$ cat config.mk
export PLATFORM = sky130hd
export DESIGN_NAME = uas_update
export DESIGN_NICKNAME = d
export VERILOG_FILES = /design/src/rtl/uas_pkg.sv /design/src/rtl/uas_update.sv
export SDC_FILE = /design/constraint.sdc
export NUM_CORES = 2
export LEC_CHECK = 0
export ABC_AREA = 1
export BUFFER_PORTS_ARGS = -buffer_cell sky130_fd_sc_hd__buf_2
export CORE_ASPECT_RATIO = 0.75
export CORE_MARGIN = 2
export CORE_UTILIZATION = 45
export CTS_BUF_LIST = sky130_fd_sc_hd__clkbuf_16
export CTS_CLUSTER_DIAMETER = 120
export DETAILED_ROUTE_END_ITERATION = 12
export PLACE_DENSITY = 0.65
export SLEW_MARGIN = 20
export SYNTH_ARGS = -nofsm -noshare
export SYNTH_HDL_FRONTEND = slang
export SYNTH_SLANG_ARGS = --single-unit
$ cat constraint.sdc
create_clock -name aclk -period 7.7 [get_ports aclk]
set_input_delay 0.77 -clock aclk [delete_from_list [all_inputs] [get_ports aclk]]
set_output_delay 0.77 -clock aclk [all_outputs]
set_load 0.005 [all_outputs]
$ cat src/rtl/uas_pkg.sv
// ----------------------------------------------------------------------------
// uas_pkg
// Shared types and constants for the upwind advection stencil.
// ----------------------------------------------------------------------------
package uas_pkg;

    localparam int MAX_COLUMNS_DEF = 1024;
    localparam int SAMPLE_BITS_DEF = 16;

    localparam int COURANT_BITS   = 17;
    localparam int COLS_REG_BITS  = 11;
    localparam int ROWS_REG_BITS  = 16;
    localparam int CFG_INDEX_BITS = 8;
    localparam int CFG_DATA_BITS  = 17;
    localparam int FRAC_BITS      = 16;

    localparam logic [COURANT_BITS-1:0]  COURANT_ONE   = 17'd65536;
    localparam logic [COURANT_BITS-1:0]  COURANT_RESET = 17'd32768;
    localparam logic [COLS_REG_BITS-1:0] COLS_RESET    = 11'd1024;
    localparam logic [ROWS_REG_BITS-1:0] ROWS_RESET    = 16'd1024;

    localparam logic [CFG_INDEX_BITS-1:0] REG_X_COURANT    = 8'd0;
    localparam logic [CFG_INDEX_BITS-1:0] REG_Y_COURANT    = 8'd1;
    localparam logic [CFG_INDEX_BITS-1:0] REG_GRID_COLUMNS = 8'd2;
    localparam logic [CFG_INDEX_BITS-1:0] REG_GRID_ROWS    = 8'd3;

    typedef struct packed {
        logic valid;
        logic last;
    } uas_tag_t;

endpackage

$ cat src/rtl/uas_update.sv
// ----------------------------------------------------------------------------
// uas_update
// Two-stage cell update: Courant products, then sum, round and saturate.
// ----------------------------------------------------------------------------
module uas_update #(
    parameter int SAMPLE_BITS = uas_pkg::SAMPLE_BITS_DEF
) (
    input  logic                                  aclk,
    input  logic                                  aresetn,
    input  logic                                  advance,
    input  uas_pkg::uas_tag_t                     in_tag,
    input  logic signed [SAMPLE_BITS-1:0]         in_u,
    input  logic signed [SAMPLE_BITS-1:0]         in_left,
    input  logic signed [SAMPLE_BITS-1:0]         in_below,
    input  logic [uas_pkg::COURANT_BITS-1:0]      x_courant,
    input  logic [uas_pkg::COURANT_BITS-1:0]      y_courant,
    output uas_pkg::uas_tag_t                     out_tag,
    output logic signed [SAMPLE_BITS-1:0]         out_value
);

    localparam int PW = SAMPLE_BITS + uas_pkg::COURANT_BITS + 2;
    localparam int AW = SAMPLE_BITS + uas_pkg::COURANT_BITS + 4;
    localparam int FB = uas_pkg::FRAC_BITS;

    logic signed [uas_pkg::COURANT_BITS:0] cx_s;
    logic signed [uas_pkg::COURANT_BITS:0] cy_s;
    logic signed [SAMPLE_BITS:0]           dx;
    logic signed [SAMPLE_BITS:0]           dy;
    logic signed [PW-1:0]                  px_next;
    logic signed [PW-1:0]                  py_next;

    logic signed [PW-1:0]          px_reg;
    logic signed [PW-1:0]          py_reg;
    logic signed [SAMPLE_BITS-1:0] u_reg;
    uas_pkg::uas_tag_t             tag_reg;

    logic signed [AW-1:0]          acc;
    logic signed [AW-1:0]          rs;
    logic                          in_range;
    logic signed [SAMPLE_BITS-1:0] value_next;

    uas_pkg::uas_tag_t             out_tag_reg;
    logic signed [SAMPLE_BITS-1:0] out_value_reg;

    // differences and products
    assign cx_s    = {1'b0, x_courant};
    assign cy_s    = {1'b0, y_courant};
    assign dx      = {in_u[SAMPLE_BITS-1], in_u} - {in_left[SAMPLE_BITS-1], in_left};
    assign dy      = {in_u[SAMPLE_BITS-1], in_u} - {in_below[SAMPLE_BITS-1], in_below};
    assign px_next = cx_s * dx;
    assign py_next = cy_s * dy;

    // u<<16 - px - py, round half up, saturate
    assign acc = (AW'(u_reg) <<< FB) - AW'(px_reg) - AW'(py_reg)
                 + (AW'(1) <<< (FB - 1));
    assign rs  = acc >>> FB;
    assign in_range = (&rs[AW-1:SAMPLE_BITS-1]) || ~(|rs[AW-1:SAMPLE_BITS-1]);
    assign value_next = in_range ? rs[SAMPLE_BITS-1:0]
                                 : {rs[AW-1], {(SAMPLE_BITS-1){~rs[AW-1]}}};

    always_ff @(posedge aclk) begin
        if (!aresetn) begin
            tag_reg     <= '0;
            out_tag_reg <= '0;
        end else if (advance) begin
            tag_reg     <= in_tag;
            out_tag_reg <= tag_reg;
        end
    end

    always_ff @(posedge aclk) begin
        if (advance) begin
            px_reg        <= px_next;
            py_reg        <= py_next;
            u_reg         <= in_u;
            out_value_reg <= value_next;
        end
    end

    assign out_tag   = out_tag_reg;
    assign out_value = out_value_reg;

endmodule

==> flow_summary.json <==
{
  "fin_ws_ns": 0.260,
  "place_hpwl_um": 68100,
  "die_w_um": 287,
  "tightestPinTransition_ns": 0.730,
  "nFillCells": 5751,
  "cp_slowest_stage_delay_ns": 0.53,
  "synthXorXnorAreaFrac_pct": 2.79,
  "dp.cells": 4408,
  "hold_start": "tag_reg[1]",
  "muxShareOfSynthArea_pct": 0,
  "drt_iter0_markers": 2040,
  "drt_wl_total_um": 76900,
  "ys_seq_area_share_pct": 11.6,
  "r2r_setup_slack_ns": 4.08,
  "grt_pass1_vias": 22400,
  "cts_root_buf": "clkbuf_16",
  "cts_tree": "done",
  "drv_slew": 0,
  "portBuffers": 104,
  "cp.arrival_ns": 7.55,
  "slew_headroom_pct": 51.3,
  "syn_avg_cell_area_um2": 8.17,
  "period_share_pct": 96.6,
  "utilization_pct": 52.7,
  "ys_seq_elements": 106,
  "synth-adder-area-share_pct": 50.4,
  "synth_nets": 4199,
  "setup.worst_path.class": "in -> reg",
  "final_common_cell": "inv_1",
  "most-common-layout-cells": "813 x inv_1, 596 x nand2_1, 467 x fa_1",
  "crit_path_frequent_cell": "fa_1",
  "clock_skew_ns": 0.00709,
  "reg2regPathDepth": 16,
  "avgViaCountPerCell": 5.06,
  "setup_viol": 0,
  "async_flop_share_pct": 0,
  "grt_max_degree": 58,
  "synth-simple-area-share_pct": 16.9,
  "wl_per_cell_um": 17.3,
  "ios": 105,
  "synth_compound_area_share_pct": 5.60,
  "timing.fmax_ghz": 0.134,
  "cp_max_fo": 4,
  "max-clock-path-buffers": 2,
  "yosysWarnings": 0,
  "finalHoldViolCount": 0,
  "grt_overflow_total": 0,
  "numClockSinks": 106,
  "die-area_mm2": 0.0620,
  "drc": 0,
  "clk_pin_slew_ns": 0.07,
  "reg2reg_from": "py_reg[20]",
  "worst_setup_path_end_kind": "register",
  "start_kind": "input pin",
  "gp_congestion": 0.986,
  "vias": 22400,
  "grt_pass1_wl_um": 123000,
  "core-area_mm2": 0.0592,
  "initial_core_util_pct": 45.6,
  "cp_data_required_time_ns": 7.81,
  "yosys-top-cells-area": "fa_1 35%, ha_1 16%, inv_1 11%",
  "min_to": "out_tag[1]",
  "route.antenna.remaining_nets": 0,
  "grt_usage_pct": 25.6,
  "yosysTopAreaCellShare_pct": 34.8,
  "antenna_found_initial": 2,
  "hold_depth": 2,
  "preCtsSetupSlack_ns": -0.500,
  "dieHeight_um": 216,
  "rsz0062_at_grt": "yes",
  "syn_area_mm2": 0.0270,
  "synth_flop_cell": "edfxtp_1",
  "min_path_type": "reg -> reg",
  "synth_top_area_cell": "fa_1",
  "area_delta_synth_final_pct": 15.6,
  "fin_crit_ns": 7.44,
  "fin_cells": 4434,
  "clock_latency_ns": 0.36,
  "synth_top_family_by_area": "adder cells",
  "r2r_end": "out_value[9]",
  "tns_ns": 0,
  "synth_edf_count": 102,
  "synth.distinct_cells": 46,
  "fp-row-count": 77,
  "htreeDepth": 3,
  "first_pass_iters": 6,
  "cts_made_buffers": 9,
  "nets": 4531,
  "outcome": "completed",
  "max_cap_violations": 0,
  "postSynthCellCount": 3306,
  "drive_gt1_share_pct": 14.6,
  "cp_slowest_cell": "fa_1"
}
-- timing repair --
item	in CTS	in global routing
buffers inserted	1	8
endpoints found under the setup margin	17	38
hold buffers	0	0
hold endpoints to repair	0	0
resized for setup	9	90
pin swaps	1	26
-- cells in the mapped netlist (all sizes together), types with 11 or more instances --
| master | n |
|---|---|
| ha | 337 |
| clkbuf | 50 |
| nand2 | 617 |
| buf | 11 |
| fa | 469 |
| clkinv | 17 |
| edfxtp | 102 |
| xor2 | 49 |
| xnor2 | 37 |
| a21oi | 138 |
| inv | 822 |
| o21ai | 74 |
| nand3 | 74 |
| nor2 | 380 |
| nor3 | 17 |
| a31oi | 19 |
| or2 | 30 |
-- logic make-up (layout without fill, tap and decap cells) --
logic type / after synthesis / in the layout
and+or+nand+nor: 1134 / 1134
buffers and inverters: 900 / 1237
adders and majority gates: 806 / 806
AOI/OAI and AO/OA: 274 / 274
DFF: 106 / 106
xor gates and xnor gates: 86 / 86
other: 0 / 1
-- how the worst max path moves through the flow --
| stage | startpoint | end | depth (start not counted) |
|---|---|---|---|
| after detailed placement | in_u[0] | py_reg[31] | 37 |
| after CTS | in_u[0] | py_reg[31] | 37 |
| after global placement | in_u[0] | px_reg[28] | 39 |
| after global routing | in_u[0] | py_reg[33] | 36 |
| final | in_u[0] | py_reg[33] | 36 |
| after floorplan | in_u[0] | px_reg[28] | 36 |
-- routing by layer --
| layer | share of wire (%) | GRT usage, % |
|---|---|---|
| met4 | 1.7 | 4.18 |
| met1 | 47 | 39.7 |
| met5 | 0.092 | 0.703 |
| met3 | 11 | 7.45 |
| met2 | 40 | 35.6 |
-- metrics by stage --
step	hold WS (ns)	cell area, µm²
floorplan	0.449	27000
global placement	0.462	30400
detailed placement	0.474	30400
CTS	0.494	30700
global route	0.529	31200
finish	0.496	31200
-- worst max-delay path, delay by kind of cell --
kind / cells / cell delay, ns
xor+xnor: 2 / 0.33
buf+inv: 9 / 0.86
simple gates: 11 / 1.17
fa+ha+maj: 9 / 3.77
compound gates: 5 / 0.64
-- layout make-up --
type	instances	area (µm²)	share of cell area, %
Multi-Input combinational cell	2300	20900	66.9
Inverter	839	3160	10.1
Sequential cell	106	3140	10.1
Timing Repair Buffer	382	2750	8.83
Tap cell	790	988	3.17
Clock buffer	9	225	0.722
Clock inverter	7	53.8	0.172
Antenna cell	1	2.50	0.00802
Power is left out: the tool's default activity adds up to more than one toggle a clock period on the data nets, which glitch-free logic cannot reach.
